$ cat config.mk
export PLATFORM = sky130hd
export DESIGN_NAME = block_group_reverser_core
export DESIGN_NICKNAME = d
export VERILOG_FILES = /design/src/hdl/bgr_pkg.sv /design/src/hdl/bgr_ctrl.sv /design/src/hdl/bgr_datapath.sv /design/src/hdl/block_group_reverser_core.sv
export SDC_FILE = /design/constraint.sdc
export NUM_CORES = 1
export LEC_CHECK = 0
export ABC_AREA = 1
export BUFFER_PORTS_ARGS = -buffer_cell sky130_fd_sc_hd__buf_2
export CELL_PAD_IN_SITES_DETAIL_PLACEMENT = 0
export CELL_PAD_IN_SITES_GLOBAL_PLACEMENT = 2
export CORE_ASPECT_RATIO = 0.75
export CORE_MARGIN = 2
export CORE_UTILIZATION = 30
export DETAILED_ROUTE_END_ITERATION = 6
export PLACE_DENSITY_LB_ADDON = 0.1
export SYNTH_ARGS = -nofsm -noshare
export SYNTH_HDL_FRONTEND = slang
export SYNTH_HIERARCHICAL = 1
export SYNTH_SLANG_ARGS = --single-unit
$ cat constraint.sdc
create_clock -name clk -period 6.4 [get_ports clk]
set_input_delay 0.96 -clock clk [delete_from_list [all_inputs] [get_ports clk]]
set_output_delay 0.96 -clock clk [all_outputs]
set_load 0.005 [all_outputs]
$ cat src/hdl/bgr_pkg.sv
// ----------------------------------------------------------------------------
// bgr_pkg: shared types for the block group reverser
// Controller states and the command and status bundles that join the
// controller to the datapath.
// ----------------------------------------------------------------------------
`default_nettype none

package bgr_pkg;

  // Width of an element value and of the group size register.
  localparam int unsigned ValueWidth = 32;
  localparam int unsigned SizeWidth  = 5;

  // Register reset value of the group size.
  localparam logic [SizeWidth-1:0] SizeReset = 5'd4;

  typedef enum logic [0:0] {
    ST_FILL  = 1'b0,
    ST_DRAIN = 1'b1
  } bgr_state_t;

  // Commands from the controller to the datapath.
  typedef struct packed {
    logic write;   // store the accepted item in the group buffer
    logic start;   // the accepted item closes a group: set up the drain
    logic emit;    // load the next result into the output register
  } bgr_cmd_t;

  // Status from the datapath to the controller.
  typedef struct packed {
    logic group_done;  // the item on the input would close the group
    logic final_one;   // the next result is the last of the group
    logic out_full;    // the output register holds a result
  } bgr_status_t;

endpackage

`default_nettype wire

$ cat src/hdl/bgr_ctrl.sv
// ----------------------------------------------------------------------------
// bgr_ctrl: group reverser controller
// Alternates between filling the group buffer and draining it, and issues
// the datapath commands for each cycle.
// ----------------------------------------------------------------------------
`default_nettype none

module bgr_ctrl (
  input  wire logic                clk,
  input  wire logic                rst,
  input  wire logic                in_valid,
  output logic                     in_stall,
  input  wire logic                out_stall,
  input  wire bgr_pkg::bgr_status_t status,
  output bgr_pkg::bgr_cmd_t        cmd
);
  import bgr_pkg::*;

  bgr_state_t state;
  bgr_state_t state_next;

  always_ff @(posedge clk) begin
    if (rst) begin
      state <= ST_FILL;
    end else begin
      state <= state_next;
    end
  end

  always_comb begin
    state_next = state;
    in_stall   = 1'b1;
    cmd        = '0;
    case (state)
      ST_FILL: begin
        in_stall  = 1'b0;
        cmd.write = in_valid;
        cmd.start = in_valid && status.group_done;
        if (cmd.start) begin
          state_next = ST_DRAIN;
        end
      end
      ST_DRAIN: begin
        // The output register can take a new result when it is empty or
        // its current result leaves in this cycle.
        cmd.emit = !status.out_full || !out_stall;
        if (cmd.emit && status.final_one) begin
          state_next = ST_FILL;
        end
      end
      default: begin
        state_next = ST_FILL;
      end
    endcase
  end

endmodule

`default_nettype wire

$ cat src/hdl/bgr_datapath.sv
// ----------------------------------------------------------------------------
// bgr_datapath: group reverser datapath
// Holds the group size register, the group buffer, the fill count, the drain
// pointer and the output register.
// ----------------------------------------------------------------------------
`default_nettype none

module bgr_datapath #(
  parameter int unsigned MAX_GROUP = 16
) (
  input  wire logic                               clk,
  input  wire logic                               rst,
  input  wire logic                               cfg_we,
  input  wire logic [bgr_pkg::SizeWidth-1:0]      cfg_wdata,
  input  wire logic signed [bgr_pkg::ValueWidth-1:0] item_value,
  input  wire logic                               end_of_list,
  input  wire logic                               out_stall,
  input  wire bgr_pkg::bgr_cmd_t                  cmd,
  output bgr_pkg::bgr_status_t                    status,
  output logic                                    out_valid,
  output logic signed [bgr_pkg::ValueWidth-1:0]   out_value,
  output logic                                    out_last
);
  import bgr_pkg::*;

  localparam int unsigned CntWidth = $clog2(MAX_GROUP + 1);
  localparam int unsigned IdxWidth = (MAX_GROUP > 1) ? $clog2(MAX_GROUP) : 1;

  logic [SizeWidth-1:0]  group_size;
  logic [ValueWidth-1:0] group_buffer [MAX_GROUP];
  logic [CntWidth-1:0]   fill_count;
  logic [CntWidth-1:0]   remain;
  logic [IdxWidth-1:0]   rd_idx;
  logic                  reverse;
  logic                  seq_last;

  logic [CntWidth-1:0]   eff_size;
  logic [CntWidth-1:0]   count_new;
  logic                  full_group;

  // Size zero acts as one; sizes beyond the buffer saturate.
  always_comb begin
    if (group_size == '0) begin
      eff_size = CntWidth'(1);
    end else if (32'(group_size) > 32'(MAX_GROUP)) begin
      eff_size = CntWidth'(MAX_GROUP);
    end else begin
      eff_size = CntWidth'(group_size);
    end
  end

  assign count_new  = CntWidth'(fill_count + 1'b1);
  assign full_group = (count_new >= eff_size);

  assign status.group_done = full_group || end_of_list;
  assign status.final_one  = (remain == CntWidth'(1));
  assign status.out_full   = out_valid;

  always_ff @(posedge clk) begin
    if (rst) begin
      group_size <= SizeReset;
    end else if (cfg_we) begin
      group_size <= cfg_wdata;
    end
  end

  always_ff @(posedge clk) begin
    if (cmd.write) begin
      group_buffer[fill_count[IdxWidth-1:0]] <= item_value;
    end
  end

  always_ff @(posedge clk) begin
    if (rst) begin
      fill_count <= '0;
    end else if (cmd.start) begin
      fill_count <= '0;
    end else if (cmd.write) begin
      fill_count <= count_new;
    end
  end

  // Drain pointer: a full group reads newest first, a remainder oldest first.
  always_ff @(posedge clk) begin
    if (cmd.start) begin
      remain   <= count_new;
      reverse  <= full_group;
      seq_last <= end_of_list;
      rd_idx   <= full_group ? fill_count[IdxWidth-1:0] : '0;
    end else if (cmd.emit) begin
      remain <= CntWidth'(remain - 1'b1);
      rd_idx <= reverse ? IdxWidth'(rd_idx - 1'b1) : IdxWidth'(rd_idx + 1'b1);
    end
  end

  always_ff @(posedge clk) begin
    if (rst) begin
      out_valid <= 1'b0;
    end else if (cmd.emit) begin
      out_valid <= 1'b1;
    end else if (!out_stall) begin
      out_valid <= 1'b0;
    end
  end

  always_ff @(posedge clk) begin
    if (cmd.emit) begin
      out_value <= group_buffer[rd_idx];
      out_last  <= seq_last && status.final_one;
    end
  end

endmodule

`default_nettype wire

$ cat src/hdl/block_group_reverser_core.sv
// ----------------------------------------------------------------------------
// block_group_reverser_core: reverses a value stream in groups
// Collects values into groups of a programmable size and sends each full
// group out newest first; a remainder at the end of a sequence goes out in
// arrival order.
//
//   Channel   Handshake               Payload
//   -------   ---------------------   ---------------------------
//   input     in_valid / in_stall     item_value, end_of_list
//   output    out_valid / out_stall   out_value, out_last
//   config    cfg_we                  cfg_wdata (group_size)
//
// Input items are taken one per cycle while the block fills a group. When
// an item completes a group, or ends the sequence, the input is stalled and
// the n buffered values are sent one per cycle unless the output stalls;
// with the single group buffer, no item is taken until the drain ends. A
// stall on the output holds the result in the output register and pauses the
// drain. Reset is synchronous and active high: it empties the buffer and sets
// the group size to four. The buffer contents themselves are not cleared.
// ----------------------------------------------------------------------------
`default_nettype none

module block_group_reverser_core #(
  parameter int unsigned MAX_GROUP = 16
) (
  input  wire logic                                  clk,
  input  wire logic                                  rst,
  input  wire logic                                  cfg_we,
  input  wire logic [bgr_pkg::SizeWidth-1:0]         cfg_wdata,
  input  wire logic                                  in_valid,
  output logic                                       in_stall,
  input  wire logic signed [bgr_pkg::ValueWidth-1:0] item_value,
  input  wire logic                                  end_of_list,
  output logic                                       out_valid,
  input  wire logic                                  out_stall,
  output logic signed [bgr_pkg::ValueWidth-1:0]      out_value,
  output logic                                       out_last
);
  import bgr_pkg::*;

  bgr_cmd_t    cmd;
  bgr_status_t status;

  // The controller decides when to fill and when to drain.
  bgr_ctrl u_ctrl (
    .clk       (clk),
    .rst       (rst),
    .in_valid  (in_valid),
    .in_stall  (in_stall),
    .out_stall (out_stall),
    .status    (status),
    .cmd       (cmd)
  );

  // The datapath owns all data storage, including the output register.
  bgr_datapath #(
    .MAX_GROUP (MAX_GROUP)
  ) u_datapath (
    .clk         (clk),
    .rst         (rst),
    .cfg_we      (cfg_we),
    .cfg_wdata   (cfg_wdata),
    .item_value  (item_value),
    .end_of_list (end_of_list),
    .out_stall   (out_stall),
    .cmd         (cmd),
    .status      (status),
    .out_valid   (out_valid),
    .out_value   (out_value),
    .out_last    (out_last)
  );

endmodule

`default_nettype wire

==> impl_metrics.py, run 1 <==
metrics = {
    "power": {
        "ir_worst_vdd_mv": 0.322,
        "netSwitchingPower_mw": 3.20,
        "intPower_mw": 6.95,
        "seqPwrFrac_pct": 42.9,
        "pwr-share-clk_pct": 35.1,
        "total_leakage_power_nw": 11.5,
        "switching_share_pct": 31.6,
        "combPwrFrac_pct": 22.0,
        "p_per_area_nw_per_um2": 365,
    },
    "die": {
        "core-area_um2": 80400,
        "die_h_um": 251,
        "ioPinCount": 78,
        "die_w_um": 333,
        "rows": 90,
        "dieArea_um2": 83600,
        "initial_core_util_pct": 30.3,
    },
    "sta": {
        "max_freq_ghz": 0.304,
        "worst_clock_skew_ns": 0.0190,
        "hold_viol": 0,
        "setup_viol": 0,
        "relSlewSlack_pct": 11.7,
        "fin_crit_sh_pct": 51.3,
        "fin_tns_setup_ns": 0,
        "rsz0062_at_grt": "no",
        "timing.final.crit_period_ns": 3.29,
        "maxSlewViolCount": 0,
        "worst_pin_slew_ns": 1.32,
    },
    "worst_setup_path": {
        "cp_common_cell": "inv_1",
        "slowest_stage": "dfxtp_1",
        "end_kind": "flop",
        "critPathArrivalTime_ns": 3.55,
        "critPathKind": "flop to flop",
        "cpPeakStageDelay_ns": 0.46,
        "cp-start-kind": "flop",
        "critical-path-top-delay-family": "simple AND/OR/NAND/NOR gates",
        "critPathBufInv": 3,
        "path_cells": "ha_1, nand3_1, xor2_1, inv_1, ha_1, nand3_1, o21bai_1, nand3b_1, nand3_2, inv_1, inv_1, nand2_1",
        "path_max_fanout": 15,
        "critical_path_required_ns": 6.66,
    },
    "layout": {
        "drive_above_1_share_pct": 8.81,
        "diodes": 0,
        "layoutNonFillerInstCount": 3454,
        "nets": 2403,
        "final_cell_mix": "nand2_1 (715), edfxtp_1 (556), inv_1 (409), nand3_1 (391), buf_2 (77)",
        "final_common_cell": "nand2_1",
        "area_delta_synth_final_pct": 14.0,
    },
    "synth": {
        "ys_warn_count": 6,
        "ys_ff_latch": 568,
        "synth_fp_nets": 2339,
        "ys.flop_type": "edfxtp_1",
        "synth-async-reset-ratio_pct": 0,
        "synth-edff-count": 556,
        "yosysSeqAreaShare_pct": 69.5,
        "syn_area_um2": 24400,
        "synth_area_per_cell_um2": 10.7,
        "synth_cells": 2282,
        "ys_types": 30,
    },
    "place": {
        "gp_congestion": 0.720,
        "portBuffers": 77,
        "place_inst": 3334,
        "dp_hpwl_mm": 36.5,
    },
    "clock_network": {
        "cts_resized": 0,
        "clockBufferDepth": 3,
        "tritoncts": "built",
        "clkTransAtPathRegs_ns": 0.05,
        "htreeDepth": 3,
        "cts_sinks": 568,
        "clk_latency_ns": 0.61,
        "cts_root_buffer": "clkbuf_16",
        "hold_buffers": 0,
        "cts_inserted_buffers": 68,
        "postCtsSetupRepairBufs": 0,
    },
    "grt": {
        "grt_max_degree": 162,
        "antenna_found_initial": 2,
        "grt_usage_pct": 16.0,
        "grt_overflow": 0,
        "grt_pass1_wl_mm": 99.8,
        "grt_pass1_vias": 15100,
    },
    "route": {
        "first_pass_iters": 5,
        "routed_wl_mm": 66.3,
        "via_per_inst": 4.44,
        "wire_per_inst_um": 19.2,
        "ant_nets": 0,
        "num_vias": 15300,
        "drtIter0Drc": 919,
        "drc": 0,
    },
    "job": {
        "maxCapViolCount": 0,
    },
    "worst_hold_path": {
        "holdCritPathClass": "flop to flop",
    },
    "run_status": {
        "status": "finished, final reports clean",
    },
}
-- routing by layer --
metal,track usage [%],up-vias,wire (um)
met3,2.99,91,2290
met5,0,-,10
met4,4.14,2,1300
met2,24.7,224,29500
met1,23.0,7494,33100
li1,-,7536,-
-- flip-flops by register name, indices dropped and copies added, names as in the netlist, 4 cells and up --
register / count
u_datapath/out_value: 32
u_datapath/remain: 5
u_datapath/group_size: 5
u_datapath/fill_count: 5
u_datapath/group_buffer: 512
u_datapath/rd_idx: 4
-- cell usage after synthesis (4+ instances only) --
| cell | n | area, um2 |
|---|---|---|
| nand2_1 | 715 | 2680 |
| edfxtp_1 | 556 | 16700 |
| inv_1 | 411 | 1540 |
| nand3_1 | 391 | 1960 |
| buf_2 | 52 | 260 |
| nor2_1 | 32 | 120 |
| buf_6 | 24 | 270 |
| clkbuf_1 | 14 | 52.6 |
| ha_1 | 13 | 163 |
| o21ai_0 | 13 | 65.1 |
| dfxtp_1 | 12 | 240 |
| a21oi_1 | 11 | 55.1 |
| buf_1 | 9 | 33.8 |
| buf_4 | 7 | 52.6 |
| xor2_1 | 4 | 35.0 |
-- through the flow --
step	total power, mW	hold WS, ns	setup slack [ns]	util (%)	instance area, um2
after detailed placement	6.74	0.494	2.81	32.0	25800
after CTS	10.4	0.504	3.06	34.6	27800
after global routing	10.7	0.515	2.77	34.6	27800
final	10.2	0.499	3.11	34.6	27800
after floorplan	5.91	0.452	2.93	-	24400
after global placement	6.74	0.485	2.80	32.0	25800
-- power groups by stage --
stage | clock network [mW] | registers, mW | logic (mW)
final | 3.57 | 4.36 | 2.23
after global routing | 3.85 | 4.37 | 2.52
after CTS | 3.71 | 4.36 | 2.31
after detailed placement | 0 | 4.44 | 2.30
after global placement | 0 | 4.43 | 2.31
after floorplan | 0 | 4.43 | 1.48
-- worst register-to-register path: stages, from the launching register on --
cell	delay, ns
dfxtp_1	0.46
ha_1	0.30
nand3_1	0.11
xor2_1	0.27
inv_1	0.09
ha_1	0.30
nand3_1	0.08
o21bai_1	0.20
nand3b_1	0.12
nand3_2	0.09
inv_1	0.35
inv_1	0.21
nand2_1	0.34
-- worst paths after layout --
path | startpoint | endpoint | slack [ns] | cells past startpoint
max | u_datapath/fill_count[0]$_SDFFE_PP0P_ | u_datapath/remain[2]$_DFFE_PP_ | 3.11 | 12
min | u_datapath/group_size[2]$_SDFFE_PP1P_ | u_datapath/group_size[2]$_SDFFE_PP1P_ | 0.50 | 2
max reg2reg | u_datapath/fill_count[0]$_SDFFE_PP0P_ | u_datapath/remain[2]$_DFFE_PP_ | 3.11 | 12
min reg2reg | u_datapath/group_size[2]$_SDFFE_PP1P_ | u_datapath/group_size[2]$_SDFFE_PP1P_ | 0.50 | 2
-- area by class of cell --
class                   count  area [um2]
clock buffers              85        1810
clock inverters            35         210
fillers                  8120       52600
inverters                 414        1570
multi-input cells        1192        5330
flip-flops and latches    568       16900
well taps                1058        1320
repair buffers            102         611
-- logic make-up after synthesis --
kind of cell | Yosys count | share of synthesized area [%]
simple gates | 1143 | 19.7
flops | 568 | 69.5
buf+inv | 522 | 9.21
compound gates | 28 | 0.621
fa+ha+maj | 14 | 0.749
xor+xnor | 7 | 0.252
Power figures use the tool's default switching activity.
==> run 2, diff against run 1 <==
ABC_AREA = 0   (was 1)
clock period = 3 ns   (was 6.4 ns; I/O delays follow)
==> impl_metrics.py, run 2 <==
metrics = {
    "worst_setup_path": {
        "path_max_fanout": 18,
        "end_kind": "flop",
        "cp-start-kind": "flop",
        "critPathArrivalTime_ns": 3.01,
        "ff2ff_path_depth": 11,
        "critical_path_required_ns": 3.36,
        "critPathKind": "flop to flop",
    },
    "die": {
        "initial_core_util_pct": 30.2,
        "ioPinCount": 78,
        "die_h_um": 236,
        "core-area_um2": 71500,
        "dieArea_um2": 74000,
        "die_w_um": 313,
        "rows": 85,
    },
    "synth": {
        "synth_most_common_cell": "edfxtp_1",
        "syn_area_um2": 21600,
        "ys_warn_count": 6,
        "ys.flop_type": "edfxtp_1",
        "yosys-top-cells-count": "edfxtp_1 (556), mux4_2 (128), a22oi_1 (64)",
        "synth-edff-count": 556,
        "synth_cells": 969,
        "yosysSeqAreaShare_pct": 78.6,
        "ys_types": 38,
        "synth.top_cell.area_share_pct": 77.5,
        "synth_area_leaders": "edfxtp_1 (77%), mux4_2 (13%), a22oi_1 (2.2%)",
        "synth_fp_nets": 1026,
        "yosys.area.top_type": "edfxtp_1",
        "synth_area_per_cell_um2": 22.2,
        "synth-async-reset-ratio_pct": 0,
        "ys_ff_latch": 568,
    },
    "sta": {
        "fin_tns_setup_ns": 0,
        "holdWs_ns": 0.0489,
        "setup_viol": 0,
        "worst_pin_slew_ns": 0.708,
        "timing.final.crit_period_ns": 2.66,
        "relSlewSlack_pct": 52.7,
        "fin_crit_sh_pct": 88.6,
        "rsz0062_at_grt": "no",
        "maxSlewViolCount": 0,
        "worst_clock_skew_ns": 0.0207,
        "max_freq_ghz": 0.376,
        "hold_viol": 0,
    },
    "grt": {
        "grt_max_degree": 39,
        "grtUsageMet2_pct": 22.7,
        "met3_usage_pct": 2.51,
        "grt_usage_pct": 14.5,
        "grt_pass1_vias": 10800,
        "grt_busiest_layer": "met2",
        "grt_use_met1_pct": 20.8,
        "grt_overflow": 0,
        "grt_pass1_wl_mm": 77.2,
        "antenna_found_initial": 1,
    },
    "layout": {
        "nets": 1165,
        "final_area_um2": 25500,
        "largest_register_ff_count": 512,
        "area_delta_synth_final_pct": 18.3,
        "final_cell_mix": "edfxtp_1 (556), mux4_2 (128), buf_2 (77), a22oi_1 (64), clkbuf_16 (60)",
        "post-route-util_pct": 35.7,
        "layoutNonFillerInstCount": 2114,
        "drive_above_1_share_pct": 31.7,
        "final_common_cell": "edfxtp_1",
    },
    "clock_network": {
        "clockBufferDepth": 3,
        "tritoncts": "built",
        "clkTransAtPathRegs_ns": 0.06,
        "cts_inserted_buffers": 59,
        "htreeDepth": 2,
        "cts_sinks": 568,
        "cts_resized": 0,
        "clk_latency_ns": 0.63,
        "cts_root_buffer": "clkbuf_16",
    },
    "power": {
        "p_per_area_nw_per_um2": 756,
        "total_leakage_power_nw": 8.22,
        "ir_worst_vdd_mv": 0.432,
    },
    "route": {
        "ant_nets": 0,
        "routed_wl_mm": 53.0,
        "drtIter0Drc": 677,
        "wire_per_inst_um": 25.1,
        "first_pass_iters": 4,
        "num_vias": 9992,
        "drc": 0,
        "via_per_inst": 4.73,
    },
    "job": {
        "maxCapViolCount": 0,
    },
    "place": {
        "portBuffers": 77,
        "dp_hpwl_mm": 29.4,
        "gp_congestion": 0.665,
        "dpl_cell_area_um2": 23500,
        "place_inst": 2003,
    },
    "worst_hold_path": {
        "min_path_cells": 2,
        "holdCritPathClass": "input port to flop",
    },
    "run_status": {
        "status": "finished, final reports clean",
    },
}
run 2: cell families (layout without fill, tap and decap cells):
group / Yosys count / after routing / synth area share [%]
fa+ha+maj: 14 / 14 / 0.848
other cells: 0 / 1 / 0
simple gates: 95 / 95 / 2.10
compound gates: 82 / 82 / 2.79
buf+inv: 62 / 249 / 1.45
flops: 568 / 568 / 78.6
xor+xnor: 13 / 13 / 0.528
mux: 135 / 135 / 13.7
run 2: critical path: stages (launching register included):
cell and delay (ns):
dfxtp_1 0.33, ha_1 0.31, nand3_1 0.13, xnor2_1 0.24
ha_1 0.29, a21o_1 0.18, a31oi_1 0.19, nand2b_1 0.09
and2_1 0.21, buf_4 0.23, nand2_1 0.12, o22ai_1 0.08
run 2: metal layers:
metal  part of all wire [%]  up-vias  routed length (um)
li1                       -     4323                   -
met5                      0        -                   0
met3                    4.1       78                2190
met2                     47      179               24900
met1                     47     5412               24800
met4                    2.1        0                1100
run 2: per-stage QoR:
stage               total power [mW]  worst slack [ns]
finish                          19.3             0.343
floorplan                       10.9             0.117
CTS                             19.6             0.277
detailed placement              12.1             0.289
global placement                12.1             0.347
global route                    20.1            0.0505
run 2: where the power goes:
part	total [mW]	internal (mW)	switching, mW
sequential	9.11	9.02	0.0915
clock	7.43	4.34	3.09
combinational	2.72	1.14	1.58
total	19.3	14.5	4.76
run 2: what timing repair did:
item                                   4_1_cts  5_1_grt
setup buffers                                0        0
hold buffers                                 1        0
endpoints found under the hold margin        1        0
run 2: area by class of cell:
class / instances / area, um2
fill: 6681 / 46000
sequential: 568 / 16900
multi-input combinational: 339 / 4360
clock buffer: 72 / 1550
tap: 957 / 1200
timing repair buffer: 130 / 1010
clock inverter: 37 / 404
inverter: 10 / 37.5
antenna: 1 / 2.50
run 2: worst paths after layout:
kind,from,endpoint,slack (ns)
max,u_datapath/fill_count[0]$_SDFFE_PP0P_,u_datapath/rd_idx[0]$_DFFE_PP_,0.34
min,cfg_wdata[2],u_datapath/group_size[2]$_SDFFE_PP1P_,0.05
max reg2reg,u_datapath/fill_count[0]$_SDFFE_PP0P_,u_datapath/rd_idx[0]$_DFFE_PP_,0.34
min reg2reg,u_datapath/group_size[0]$_SDFFE_PP0P_,u_datapath/group_size[0]$_SDFFE_PP0P_,0.51
